`src/design/rpd_pkg.sv`:
```
// ----------------------------------------------------------------------------
// rpd_pkg: shared types and constants for radial_to_planar_depth
// Register indexes, field widths and the front-to-back job record.
// ----------------------------------------------------------------------------
package rpd_pkg;

   localparam int COORD_BITS = 12;
   localparam int SIZE_BITS  = COORD_BITS + 1;
   localparam int DEPTH_BITS = 16;
   localparam int CSR_IDX_BITS  = 3;
   localparam int CSR_DATA_BITS = 13;
   // f^2 reaches 2^24 at f = -4096, so squares need 25 bits; den stays below 3*2^48
   localparam int SQ_BITS  = 25;
   localparam int DEN_BITS = 2 * SQ_BITS;
   // wide products are split into a low and a high half of den or num
   localparam int HALF_BITS = 25;
   localparam int PART_BITS = 2 * DEPTH_BITS + HALF_BITS;
   // q^2 * den stays below 2^82
   localparam int NUM_BITS = 82;

   localparam logic [CSR_IDX_BITS-1:0] REG_FRAME_WIDTH  = 3'd0;
   localparam logic [CSR_IDX_BITS-1:0] REG_FRAME_HEIGHT = 3'd1;
   localparam logic [CSR_IDX_BITS-1:0] REG_CENTER_X     = 3'd2;
   localparam logic [CSR_IDX_BITS-1:0] REG_CENTER_Y     = 3'd3;
   localparam logic [CSR_IDX_BITS-1:0] REG_FOCAL_X      = 3'd4;
   localparam logic [CSR_IDX_BITS-1:0] REG_FOCAL_Y      = 3'd5;

   // Job handed from the front to the back
   typedef struct packed {
      logic [DEPTH_BITS-1:0]     depth;
      logic signed [SIZE_BITS:0] du;
      logic signed [SIZE_BITS:0] dv;
      logic                      frame_end;
   } job_type;

   typedef enum logic [2:0] {
      ST_IDLE, ST_SQ, ST_MUL, ST_SUM, ST_ITER, ST_PROD, ST_CMP, ST_DONE
   } back_state_type;

endpackage

```
`src/design/rpd_queue.sv`:
```
// ----------------------------------------------------------------------------
// rpd_queue: two-entry job queue
// Decouples the front from the back so each side stalls on its own.
// ----------------------------------------------------------------------------
module rpd_queue (
   input  logic             clock,
   input  logic             reset,
   input  logic             push,
   input  rpd_pkg::job_type push_job,
   output logic             full,
   input  logic             pop,
   output logic             not_empty,
   output rpd_pkg::job_type pop_job
);

   rpd_pkg::job_type slot_ff [2];
   logic             wr_ff, wr_in, rd_ff, rd_in;
   logic [1:0]       cnt_ff, cnt_in;

   assign full      = cnt_ff == 2'd2;
   assign not_empty = cnt_ff != 2'd0;
   assign pop_job   = slot_ff[rd_ff];

   // Move pointers and count
   always_comb begin
      wr_in  = push ? ~wr_ff : wr_ff;
      rd_in  = pop ? ~rd_ff : rd_ff;
      cnt_in = cnt_ff + {1'b0, push} - {1'b0, pop};
   end

   always_ff @(posedge clock) begin
      if (reset) begin
         wr_ff  <= 1'b0;
         rd_ff  <= 1'b0;
         cnt_ff <= '0;
      end else begin
         wr_ff  <= wr_in;
         rd_ff  <= rd_in;
         cnt_ff <= cnt_in;
      end
   end

   // Hold the payload
   always_ff @(posedge clock) begin
      if (push) slot_ff[wr_ff] <= push_job;
   end

endmodule

```
`config.mk`:
```
export PLATFORM = sky130hd
export DESIGN_NAME = rpd_queue
export DESIGN_NICKNAME = d
export VERILOG_FILES = /design/src/design/rpd_pkg.sv /design/src/design/rpd_queue.sv
export SDC_FILE = /design/constraint.sdc
export NUM_CORES = 1
export LEC_CHECK = 0
export CAP_MARGIN = 20
export CORE_MARGIN = 10
export CORE_UTILIZATION = 45
export DETAILED_ROUTE_END_ITERATION = 10
export DONT_BUFFER_PORTS = 1
export MAX_ROUTING_LAYER = met4
export PLACE_DENSITY = 0.59
export REMOVE_ABC_BUFFERS = 1
export SYNTH_ARGS = -nofsm -noshare
export SYNTH_HDL_FRONTEND = slang
export SYNTH_SLANG_ARGS = --single-unit
export TNS_END_PERCENT = 10
```
`constraint.sdc`:
```
create_clock -name clock -period 3.7 [get_ports clock]
set_input_delay 0.37 -clock clock [delete_from_list [all_inputs] [get_ports clock]]
set_output_delay 0.37 -clock clock [all_outputs]
set_load 0.03 [all_outputs]
```
==> reports/results.ini <==
[critical_path]
rr_startpoint=wr_ff
cp-endpoint=pop_job[0]
reg2reg_slack_ns=2.06
r2r_end=slot_ff[0][31]
cp-end-kind=primary output
cp_top_family=flip-flops
reg2reg_depth=2
cpPeakStageDelay_ns=0.78
cp_cell_sequence=buf_12 > mux2_2
critPathSlowestCell=dfxtp_2
crit_type=reg2out
worstPathArrival_ns=1.89
crit_fanout=25
crit_buf_inv=1
critPathRequiredTime_ns=3.33
start_kind=register
crit_cells=2

[routing]
dr.first_iter.drc_count=43
antenna_left=0
wl_per_cell_um=21.8
finalWirelength_um=6030
drt_pass1_iterations=4
drc=0
via_count=1373
viasPerCell=4.96

[cts]
clock_sinks=95
cts.repair.resized=0
insertion_delay_ns=0.34
htreeDepth=3
cts_made_buffers=9
cts.reportedPaths.clkPinSlew_ns=0.08
cts_buffer_depth=2
postCtsHoldBufs=0
root_buffer=clkbuf_8
cts_tree=built
postCtsSetupRepairBufs=0

[sta]
drv_slew=0
period_share=0.612
tns_ns=0
relSlewSlack=0.536
rsz0062_at_grt=no
fmax_ghz=0.442
finalHoldWorstSlack_ns=0.0870
period_needed_ns=2.26
finClkSkew_ns=0.00882
finalHoldViolations=0
max_slew.worst_pin.slew_ns=0.697
setup_violations=0

[synth]
synthesis.area_sq_um=3670
avgSynthCellArea_sq_um=22.8
synthTopCellsByArea=edfxtp_1 (74%), mux2_4 (16%), dfxtp_1 (2.7%), buf_12 (2.2%), mux2_2 (1.5%)
yosysWarnings=0
ys_seq_area_frac=0.764
synthCells=161
ys_seq_elements=95
yosys.area.top_type=edfxtp_1
synthDominantCellAreaShare=0.736
synth.distinct_cells=14

[floorplan]
core_sq_um=7850
fp.dieW_um=110
die_h_um=110
io-pin-count=96
start_util=0.468
die_area_sq_um=12200
num_rows=32

[placed_design]
port_buffers=0
gp_congestion=0.685
placed_area_sq_um=3740
place_hpwl_um=4250

[global_route]
track_usage=0.101
grt_pass1_wl_um=8770
gr-total-overflow=0
grt_max_degree=46
grt_pass1_vias=1540
antenna_found_initial=0

[pwr]
irDropWorstVdd_mv=0.360
total_leakage_power_nw=1.38
power_density_nw_per_um2=567

[finish]
area_growth_pct=7.71
drive_gt1_frac=0.371
final_cell_mix=edfxtp_1 (90), mux2_4 (40), clkbuf_8 (9)
fin_nets=221
diodes=0
final_area_sq_um=3950
final_common_cell=edfxtp_1
postLayoutCoreUtil=0.504

[min_path]
hold_path.class=in2reg
hold_start=reset

[run]
maxCapViolCount=0

[outcome]
status=complete, no violations

[worst register-to-register path, cell delays in order, from the launching register on]
cell and delay [ns]:
dfxtp_1 0.36, nor2b_4 0.47, buf_4 0.46
[per-stage QoR]
| stage | std cells | power [mW] | setup WS, ns |
|---|---|---|---|
| after floorplan | 156 | 1.59 | 0.874 |
| after global placement | 260 | 1.63 | 1.79 |
| after detailed placement | 260 | 1.64 | 1.75 |
| after CTS | 276 | 2.27 | 1.37 |
| after global routing | 277 | 2.33 | 1.34 |
| final | 277 | 2.24 | 1.44 |
[flip-flops by register name, indices dropped and copies added, names as in the netlist, named ones only]
register  cells
wr_ff         1
rd_ff         1
slot_ff      90
cnt_ff        2
[power by group]
part / switching (mW) / internal, mW
sequential: 0.0316 / 1.25
clock: 0.328 / 0.309
combinational: 0.204 / 0.118
total: 0.563 / 1.68
[cells in the mapped netlist, drive strengths merged]
master  number
inv          2
xnor2        2
buf          5
edfxtp      90
and2         1
xnor3        1
ha           2
nor2         4
nor2b        3
or2          1
dfxtp        5
mux2        45
[how the worst min path moves through the flow]
stage           endpoint  slack, ns  cells after the start
6_report        register       0.09                      1
5_1_grt        cnt_ff[0]       0.07                      1
2_1_floorplan  cnt_ff[0]       0.44                      1
3_5_place_dp    register       0.44                      1
4_1_cts         register       0.07                      1
3_3_place_gp   cnt_ff[1]       0.44                      1
[routing by layer]
| layer | vias to the layer above | wire length [um] | track usage |
|---|---|---|---|
| met5 | - | 0 | - |
| met4 | 0 | 55 | 0.0413 |
| met3 | 6 | 857 | 0.0656 |
| met2 | 56 | 3140 | 0.165 |
| met1 | 673 | 1970 | 0.0918 |
| li1 | 638 | - | - |
[kinds of logic after synthesis]
logic type | synth area share
and+or+nand+nor | 0.0126
muxes | 0.179
buffers and inverters | 0.0269
xor gates and xnor gates | 0.0109
adders and majority gates | 0.00682
DFF | 0.764
[cell type report]
type	instances	area, sq um
clock buffer	10	128
clock inverter	6	61.3
fill	653	3890
inverter	2	7.51
multi-input combinational	59	777
sequential	95	2800
tap	102	128
timing repair buffer	3	47.5
Note: power is estimated with default switching activity, not from simulation.
