### src/design/rpd_pkg.sv
// ----------------------------------------------------------------------------
// rpd_pkg: shared types and constants for radial_to_planar_depth
// Register indexes, field widths and the front-to-back job record.
// ----------------------------------------------------------------------------
package rpd_pkg;

   localparam int COORD_BITS = 12;
   localparam int SIZE_BITS  = COORD_BITS + 1;
   localparam int DEPTH_BITS = 16;
   localparam int CSR_IDX_BITS  = 3;
   localparam int CSR_DATA_BITS = 13;
   // f^2 reaches 2^24 at f = -4096, so squares need 25 bits; den stays below 3*2^48
   localparam int SQ_BITS  = 25;
   localparam int DEN_BITS = 2 * SQ_BITS;
   // wide products are split into a low and a high half of den or num
   localparam int HALF_BITS = 25;
   localparam int PART_BITS = 2 * DEPTH_BITS + HALF_BITS;
   // q^2 * den stays below 2^82
   localparam int NUM_BITS = 82;

   localparam logic [CSR_IDX_BITS-1:0] REG_FRAME_WIDTH  = 3'd0;
   localparam logic [CSR_IDX_BITS-1:0] REG_FRAME_HEIGHT = 3'd1;
   localparam logic [CSR_IDX_BITS-1:0] REG_CENTER_X     = 3'd2;
   localparam logic [CSR_IDX_BITS-1:0] REG_CENTER_Y     = 3'd3;
   localparam logic [CSR_IDX_BITS-1:0] REG_FOCAL_X      = 3'd4;
   localparam logic [CSR_IDX_BITS-1:0] REG_FOCAL_Y      = 3'd5;

   // Job handed from the front to the back
   typedef struct packed {
      logic [DEPTH_BITS-1:0]     depth;
      logic signed [SIZE_BITS:0] du;
      logic signed [SIZE_BITS:0] dv;
      logic                      frame_end;
   } job_type;

   typedef enum logic [2:0] {
      ST_IDLE, ST_SQ, ST_MUL, ST_SUM, ST_ITER, ST_PROD, ST_CMP, ST_DONE
   } back_state_type;

endpackage

### src/design/rpd_front.sv
// ----------------------------------------------------------------------------
// rpd_front: pixel position tracking
// Accepts depth pixels, steps column/row counters and builds job records.
// ----------------------------------------------------------------------------
module rpd_front (
   input  logic                             clock,
   input  logic                             reset,
   input  logic                             req_valid,
   output logic                             req_stall,
   input  logic [rpd_pkg::DEPTH_BITS-1:0]   req_ray_depth,
   input  logic [rpd_pkg::SIZE_BITS-1:0]    frame_width,
   input  logic [rpd_pkg::SIZE_BITS-1:0]    frame_height,
   input  logic [rpd_pkg::COORD_BITS-1:0]   center_x,
   input  logic [rpd_pkg::COORD_BITS-1:0]   center_y,
   input  logic                             q_full,
   output logic                             q_push,
   output rpd_pkg::job_type                 q_job
);

   logic [rpd_pkg::COORD_BITS-1:0] col_ff, col_in, row_ff, row_in;
   logic [rpd_pkg::SIZE_BITS-1:0]  w_eff, h_eff;
   logic [rpd_pkg::SIZE_BITS-1:0]  col_nx, row_nx;
   logic                           last_col, last_row;

   // Clamp frame size into 1..4096
   always_comb begin
      w_eff = frame_width;
      if (frame_width == '0) w_eff = rpd_pkg::SIZE_BITS'(1);
      else if (frame_width > (rpd_pkg::SIZE_BITS'(1) << rpd_pkg::COORD_BITS))
         w_eff = rpd_pkg::SIZE_BITS'(1) << rpd_pkg::COORD_BITS;
      h_eff = frame_height;
      if (frame_height == '0) h_eff = rpd_pkg::SIZE_BITS'(1);
      else if (frame_height > (rpd_pkg::SIZE_BITS'(1) << rpd_pkg::COORD_BITS))
         h_eff = rpd_pkg::SIZE_BITS'(1) << rpd_pkg::COORD_BITS;
   end

   assign req_stall = q_full;
   assign q_push    = req_valid && !q_full;
   assign col_nx    = {1'b0, col_ff} + rpd_pkg::SIZE_BITS'(1);
   assign row_nx    = {1'b0, row_ff} + rpd_pkg::SIZE_BITS'(1);
   assign last_col  = col_nx >= w_eff;
   assign last_row  = row_nx >= h_eff;

   // Build the job record
   always_comb begin
      q_job.depth     = req_ray_depth;
      q_job.du        = $signed({2'b00, col_ff}) - $signed({2'b00, center_x});
      q_job.dv        = $signed({2'b00, row_ff}) - $signed({2'b00, center_y});
      q_job.frame_end = last_col && last_row;
   end

   // Advance counters on each transfer
   always_comb begin
      col_in = col_ff;
      row_in = row_ff;
      if (q_push) begin
         if (last_col) begin
            col_in = '0;
            row_in = last_row ? '0 : row_nx[rpd_pkg::COORD_BITS-1:0];
         end else begin
            col_in = col_nx[rpd_pkg::COORD_BITS-1:0];
         end
      end
   end

   always_ff @(posedge clock) begin
      if (reset) begin
         col_ff <= '0;
         row_ff <= '0;
      end else begin
         col_ff <= col_in;
         row_ff <= row_in;
      end
   end

endmodule

### config.mk
export PLATFORM = sky130hd
export DESIGN_NAME = rpd_front
export DESIGN_NICKNAME = d
export VERILOG_FILES = /design/src/design/rpd_pkg.sv /design/src/design/rpd_front.sv
export SDC_FILE = /design/constraint.sdc
export NUM_CORES = 1
export LEC_CHECK = 0
export ABC_CLOCK_PERIOD_IN_PS = 4900
export BUFFER_PORTS_ARGS = -buffer_cell sky130_fd_sc_hd__buf_4
export CELL_PAD_IN_SITES_DETAIL_PLACEMENT = 0
export CELL_PAD_IN_SITES_GLOBAL_PLACEMENT = 1
export CORE_MARGIN = 4
export CORE_UTILIZATION = 39
export DETAILED_ROUTE_END_ITERATION = 16
export PLACE_DENSITY = 0.9
export RECOVER_POWER = 50
export SYNTH_ARGS = -nofsm -noshare
export SYNTH_HDL_FRONTEND = slang
export SYNTH_SLANG_ARGS = --single-unit
export TNS_END_PERCENT = 50
### constraint.sdc
create_clock -name clock -period 4.9 [get_ports clock]
set_clock_uncertainty 0.15 [all_clocks]
set_input_delay 0.245 -clock clock [delete_from_list [all_inputs] [get_ports clock]]
set_output_delay 0.245 -clock clock [all_outputs]
set_load 0.05 [all_outputs]
==> metrics.md, run 1 <==
| Metric | Value |
|---|---|
| Outcome | complete, no violations |
| Total power | 0.000584 W |
| Largest net degree at the start of global routing | 32 |
| WP data required | 4.51 ns |
| DRT iter0 DRCs | between 150 and 200 |
| All-Layer GR Usage | between 10% and 20% |
| F_max | 0.256 GHz |
| Antenna Nets Post-Route | 0 |
| Die Wd | 102 microns |
| I/O Buffers | 84 |
| Synthesized flop and latch total | 24 |
| P_leak | 1.97 nW |
| Initial Util | approximately 40% |
| DR WL/cell | between 10 and 15 microns |
| Grt ovf | 0 |
| Initial antenna violation count | 0 |
| Hold Crit Class | input port to register |
| Max-Cap Viols | 0 |
| Worst Setup Start Kind | register |
| Final TNS setup | 0 ns |
| Mapped Area | 3420 sq um |
| Sink Count | 24 |
| CTS tree | done |
| Hold_buf cts | 0 |
| Worst-path maximum fanout | 14 |
| PD cells | 147 nW/um^2 |
| DR DRC count | 0 |
| Post-synth EDFFs | 0 |
| Postcts setup bufs | 0 |
| Core ar. | 8380 sq um |
| Clk buf depth | 2 |
| Mapped Avg Cell Area | 7.40 sq um |
| Placed instance area | 3980 sq um |
| Critical path type | register to primary output |
| Post-synth cell types | 53 |
| Design area | 3980 sq um |
| DRT Wirelength | 8480 microns |
| Final net count | 645 |
| Die height | around 100 microns |
| Num ports | 117 |
| Period utilisation layout | 79.7% |
| RSZ-0062 raised after global routing | no |
| HPWL Detailed | 7110 microns |
| Syn nets | just under 600 |
| Syn Inst Count | 462 |
| Yosys warns | 0 |
| Vias | 3,348 |
| GPL Wtd Cong | 0.791 |
| Die Area | 10,300 sq um |
| Vias in the first global route | around 3,200 |
| Synth Flop Type | dfxtp_1 |
| Tmin final | 3.90 ns |
| Layout area overhead | 16.4% |
| First-pass DRT Iterations | 4 |
| Clk Latency, worst-skew pair | 0.27 ns |
| Antenna cell count | 0 |
| First-pass GRT wire length | 14,200 microns |
| Worst slew pin tran | slightly above 0.6 ns |
| H-tree depth | 1 |
| Layout cells sized above 1 | between 10% and 20% |
| Synth area leaders | ha_1, dfxtp_1, inv_1, a21oi_1, xnor2_1 |
| Register area share after synthesis | 14.0% |
| Via density | 5.36 |
| Num CTS Buffers | 3 |
| CTS clk-pin slew, worst paths | around 0.09 ns |
| Clk root buf | clkbuf_8 |
| Async set-reset flop share out of synthesis | 0% |
| Synth top area share | 19.0% |
| Final number of setup-violating endpoints | 0 |
| Final hold slack | around 0.21 ns |
| Peak VDD IR | roughly 100 uV |
| Std-Cell Rows | 33 |
| Slew HR | roughly 60% |
| CP arrival | 3.51 ns |
| Fin. Hold Viols | 0 |
| Max-slew violation count | 0 |
| CP endpoint kind | primary output |
| Post-CTS sizing | 0 |
| Post-synth top area cell | ha_1 |
[Yosys cell counts, types with 4 or more instances]
cell       n
nand3_1   22
nand2_1   42
nor3_1    11
a31oi_1    5
inv_1     50
nand4_1    7
xor2_1    12
ha_1      52
nor2b_1   10
o32ai_1    9
a21o_1     8
o21a_1     4
a41o_1     4
mux2i_1    5
xnor2_1   20
buf_4     19
nor2_1    27
or3_1      6
clkbuf_1   7
a21oi_1   35
a211oi_1   5
o21ai_0   10
and3_1    12
nor4_1     5
nor3b_1    4
nand2b_1   7
dfxtp_1   24
[power by group]
group	internal [W]	switching [W]	leakage (nW)
registers	0.000196	0.00000140	0.193
logic	0.0000762	0.000136	1.74
clock network	0.000109	0.0000655	0.0357
total	0.000381	0.000203	1.97
[through the flow]
stage	setup WS (ns)	std cells	util, %
6_report	0.996	625	47.5
4_1_cts	1.01	625	48.4
5_1_grt	0.737	625	47.5
3_5_place_dp	1.33	621	47.5
2_1_floorplan	1.55	462	-
3_3_place_gp	1.38	621	47.5
[cell type report]
class	count	area [sq um]
Clock buffer	3	41.3
Clock inverter	1	30.0
Fill cell	867	4400
Inverter	51	191
Multi-Input combinational cell	357	2550
Sequential cell	24	480
Tap cell	105	131
Timing Repair Buffer	84	559
[layer usage]
metal | vias to the layer above | track usage [%] | part of all wire (%)
li1 | 1755 | - | -
met1 | 1488 | 24.3 | 50
met2 | 93 | 25.6 | 43
met3 | 12 | 1.10 | 6.0
met4 | 0 | 3.89 | 1.0
met5 | - | 0 | 0
[registers in the layout, summed over array words and instances, names as in the netlist]
signal / flops
col_ff: 12
row_ff: 12
[placed cells by master (no fill, tap or decap), types with 9 or more instances in the layout]
| cell type | Yosys | routed |
|---|---|---|
| nand2_1 | 42 | 42 |
| nand3_1 | 22 | 22 |
| nor2b_1 | 10 | 10 |
| o32ai_1 | 9 | 9 |
| buf_4 | 19 | 65 |
| ha_1 | 52 | 52 |
| xor2_1 | 12 | 12 |
| nor2_1 | 27 | 27 |
| a21oi_1 | 35 | 35 |
| dfxtp_1 | 24 | 24 |
| nor3_1 | 11 | 11 |
| and3_1 | 12 | 12 |
| inv_1 | 50 | 50 |
| clkbuf_1 | 7 | 19 |
| xnor2_1 | 20 | 20 |
| o21ai_0 | 10 | 10 |
[path summary, 6_finish.rpt]
kind	cells after the start	slack (ns)	start	end
worst max-delay path	12	1.0	col_ff[1]	q_job[0]
worst min-delay path	2	0.21	reset	col_ff[2]
worst max register to register	12	1.31	col_ff[1]	col_ff[5]
worst min register to register	2	0.38	col_ff[11]	col_ff[11]
[cells by family after synthesis]
family / count (synthesis) / share of synthesized area [%]
XOR/XNOR: 32 / 8.19
buffers and inverters: 81 / 11.5
adder cells (fa/ha/maj): 54 / 20.2
multiplexers: 5 / 1.46
AND/OR/NAND/NOR: 163 / 24.2
flip-flops: 24 / 14.0
AO/OA/AOI/OAI: 103 / 20.4
[worst max-delay path, stage by stage, from the launching register on]
cell and delay [ns]:
dfxtp_1 0.43, ha_1 0.26, and3_1 0.26, and3_1 0.27
nand3_1 0.16, xnor2_1 0.16, ha_1 0.35, a221oi_2 0.24
o21ai_1 0.09, a2111o_1 0.34, nand2_1 0.39, nor2_1 0.10
buf_4 0.21
Note: power is estimated with default switching activity, not from simulation.
==> run 2: changes to the inputs <==
Settings changed: ABC_AREA set to 1, ABC_CLOCK_PERIOD_IN_PS 4900 to 3610, CORE_UTILIZATION 39 to 35, PLACE_DENSITY 0.9 to 0.84.
Clock period 4.9 ns to 3.61 ns, I/O delays scaled along.
==> run 2 against run 1 <==
Net effect:
- non-clock buffer count did not move
- utilization decreased by 5.7 points
- final area increased by 7.9%
- setup slack got worse by 0.60 ns
- die area grew 18%
- sequential cell count unchanged
- sequential power increased by 38%
- clock power grew 12%
- count of clock-buffer cells in the layout is 1 higher
- synthesized cell count rose by 30%
- largest cell class unchanged
- worst hold slack got worse by 0.20 ns
- critical path type unchanged
- global-route usage fell by 1.0 points
==> metrics.md, run 2 <==
| Metric | Value |
|---|---|
| Post-synth top area cell | ha_1 (unchanged) |
| F_max | 0.311 GHz |
| WP data required | 3.28 ns (was 4.51 ns) |
| Reg power frac | 34.4% (was 33.8%) |
| H-tree depth | 1 (unchanged) |
| DR WL/cell | 12.3 microns (was 13.6 microns) |
| Design area | 4300 sq um (was 3980 sq um) |
| Yosys warns | 0 (unchanged) |
| Synth area leaders | ha_1, nand2_1, dfxtp_1, inv_1, nor2_1 (was ha_1, dfxtp_1, inv_1, a21oi_1, xnor2_1) |
| FF-to-FF setup slack | 0.68 ns (was 1.31 ns) |
| Peak VDD IR | 125 uV (was 101 uV) |
| Initial Util | 35.8% (was 40.8%) |
| DR DRC count | 0 (unchanged) |
| Mapped Avg Cell Area | 6.11 sq um (was 7.40 sq um) |
| Comb pwr share | 40.8% (was 36.3%) |
| Final net count | 788 (was 645) |
| DRT Wirelength | 9810 microns (was 8480 microns) |
| Sw Share | 40.0% (was 34.7%) |
| CP endpoint kind | primary output (unchanged) |
| Core ar. | 10,300 sq um (was 8380 sq um) |
| Synth top cells by count | nand2_1, inv_1, nor2_1, ha_1, a21oi_1 (was ha_1, inv_1, nand2_1, a21oi_1, nor2_1) |
| Antenna cell count | 0 (unchanged) |
| Via density | 4.78 (was 5.36) |
| Outcome | complete, no violations (unchanged) |
| PD cells | 184 nW/um^2 (was 147 nW/um^2) |
| Clk root buf | clkbuf_8 (unchanged) |
| First-pass GRT wire length | 16,300 microns (was 14,200 microns) |
| Worst Setup Start Kind | register (unchanged) |
| Postcts setup bufs | 0 (unchanged) |
| Top Registers | col_ff (12), row_ff (12) (unchanged) |
| Register area share after synthesis | 13.1% (was 14.0%) |
| All-Layer GR Usage | 15.3% (was 16.3%) |
| Worst slew pin tran | 1.14 ns (was 0.609 ns) |
| Worst Setup EP | q_job[0] (unchanged) |
| Fillers | 1,161 (was 867) |
| CTS tree | done (unchanged) |
| Fin. Hold Viols | 0 (unchanged) |
| P_leak | 2.30 nW (was 1.97 nW) |
| Antenna Nets Post-Route | 0 (unchanged) |
| Max-Cap Viols | 0 (unchanged) |
| Worst r2r src | col_ff[0] (was col_ff[1]) |
| Layout area overhead | 16.8% (was 16.4%) |
| Power Internal | 0.000473 W (was 0.000381 W) |
| Die Wd | 111 microns (was 102 microns) |
| Vias | 3,822 (was 3,348) |
| Commonest non-fill, non-tap cell in the layout | nand2_1 (was buf_4) |
| Critical path type | register to primary output (unchanged) |
| Synth top area share | 17.7% (was 19.0%) |
| M2 GR Usage | 27.3% (was 25.6%) |
| Hold Crit Class | input port to register (unchanged) |
| Num CTS Buffers | 3 (unchanged) |
| Initial antenna violation count | 0 (unchanged) |
| GRT met1 Usage | 20.1% (was 24.3%) |
| Synth Flop Type | dfxtp_1 (unchanged) |
| Layout cells sized above 1 | 14.6% (was 14.4%) |
| Hold depth | 2 (unchanged) |
| Syn nets | 726 (was 586) |
| Sw power | 0.000316 W (was 0.000203 W) |
| Most numerous cell in the Yosys netlist | nand2_1 (was ha_1) |
| CP arrival | 2.89 ns (was 3.51 ns) |
| Clk Latency, worst-skew pair | 0.28 ns (was 0.27 ns) |
| Tmin final | 3.22 ns |
| Gr busiest metal | met2 (unchanged) |
| First-pass DRT Iterations | 4 (unchanged) |
| Syn Inst Count | 602 (was 462) |
| Async set-reset flop share out of synthesis | 0% (unchanged) |
| Worst-path maximum fanout | 12 (was 14) |
| Largest net degree at the start of global routing | 21 (was 32) |
| GPL Wtd Cong | 0.844 (was 0.791) |
| Sink Count | 24 (unchanged) |
| Worst-path cell chain | ha_2, nand3_1, nor2_1, nand3_1, nand2_1, nand2_1, ha_1, nand2_1, nor2_1, nand2_1, nor2_2, o21ai_2, nand2_4, inv_1, a21oi_1, buf_4 (was ha_1, and3_1, and3_1, nand3_1, xnor2_1, ha_1, a221oi_2, o21ai_1, a2111o_1, nand2_1, nor2_1, buf_4) |
| Critical Path Max Stage Delay | 0.40 ns (was 0.43 ns) |
| DRT iter0 DRCs | 175 (was 188) |
| Std-Cell Rows | 37 (was 33) |
| Slew HR | 23.6% (was 59.6%) |
| Most frequent cells in the layout | nand2_1, inv_1, buf_4 (was buf_4, ha_1, inv_1) |
| Most frequent cell on the critical path | nand2_1 |
| Post-synth EDFFs | 0 (unchanged) |
| Final TNS setup | 0 ns (unchanged) |
| Placed instance area | 4290 sq um (was 3980 sq um) |
| I/O Buffers | 84 (unchanged) |
| Clock share of power | 24.9% (was 29.9%) |
| Period utilisation layout | about nine tenths |
| CTS clk-pin slew, worst paths | 0.10 ns (was 0.09 ns) |
| End of the worst register-to-register path | row_ff[11] (was col_ff[5]) |
| Synthesized flop and latch total | 24 (unchanged) |
| Max-slew violation count | 0 (unchanged) |
| HPWL Detailed | 8430 microns (was 7110 microns) |
| Post-synth cell types | 34 (was 53) |
| Critical Path Source | col_ff[0] (was col_ff[1]) |
| Worst Reg-to-Reg Cells | 17 (was 12) |
| Mapped Area | 3680 sq um (was 3420 sq um) |
| Crit-path slowest cell | dfxtp_2 (was dfxtp_1) |
| Grt met3 use | 2.74% (was 1.10%) |
| Die Area | 12,200 sq um (was 10,300 sq um) |
| Die height | 111 microns (was 102 microns) |
| Vias in the first global route | 3,569 (was 3,206) |
| Final number of setup-violating endpoints | 0 (unchanged) |
| Num ports | 117 (unchanged) |
| Clk buf depth | 2 (unchanged) |
| RSZ-0062 raised after global routing | no (unchanged) |
| Grt ovf | 0 (unchanged) |
==> run 2: power groups by stage <==
stage / sequential, W / combinational, W / clock [W]
after floorplan: 0.000276 / 0.000264 / 0
after CTS: 0.000271 / 0.000338 / 0.000200
after detailed placement: 0.000277 / 0.000337 / 0
after global placement: 0.000277 / 0.000334 / 0
final: 0.000271 / 0.000322 / 0.000196
after global routing: 0.000272 / 0.000355 / 0.000208
==> run 2: cell families after synthesis <==
kind of cell               after synthesis  synth area share [%]
AOI/OAI and AO/OA                       76                  11.7
xor gates and xnor gates                29                  6.91
adders and majority gates               54                  18.8
buffers and inverters                  120                  14.6
DFF                                     24                  13.1
and+or+nand+nor                        299                  35.0
==> run 2: critical path: cells and delay by family (launching register included) <==
family          cells  cell delay, ns
compound gates      2            0.32
fa+ha+maj           2            0.55
buf+inv             2            0.28
flops               1            0.40
simple gates       10            1.05
==> run 2: repair_timing <==
action                     4_1_cts  5_1_grt
gates resized for setup          0        4
hold buffers                     0        0
setup endpoints to repair        0        1
==> run 2: stage by stage <==
| stage | setup slack, ns | hold slack, ns | utilization [%] | power [W] | std cells |
|---|---|---|---|---|---|
| floorplan | 0.550 | 0.0996 | - | 0.000540 | 602 |
| global placement | 0.569 | 0.211 | 41.7 | 0.000611 | 795 |
| detailed placement | 0.418 | 0.211 | 41.7 | 0.000614 | 795 |
| CTS | 0.197 | 0.0167 | 42.3 | 0.000809 | 799 |
| global route | 0.0806 | 0.0288 | 41.8 | 0.000834 | 799 |
| finish | 0.394 | 0.0178 | 41.8 | 0.000789 | 799 |
==> run 2: worst min-delay path by stage <==
stage,to,startpoint
floorplan,col_ff[11],reset
global placement,q_job[37],req_ray_depth[8]
detailed placement,q_job[37],req_ray_depth[8]
CTS,col_ff[6],reset
global route,col_ff[10],reset
finish,col_ff[11],reset
==> run 2: final cells by class <==
class                           instances  area [sq um]  area share (%)
Timing Repair Buffer                   84           578            13.5
Tap cell                              136           170            3.96
Sequential cell                        24           483            11.2
Inverter                               93           349            8.13
Multi-Input combinational cell        458          2660            61.9
Clock buffer                            4          55.1            1.28
==> run 2: layer usage <==
metal / part of all wire (%) / up-vias
met5: 0 / -
met4: 0.32 / 0
met3: 4.3 / 4
met2: 49 / 75
met1: 46 / 1705
li1: - / 2038
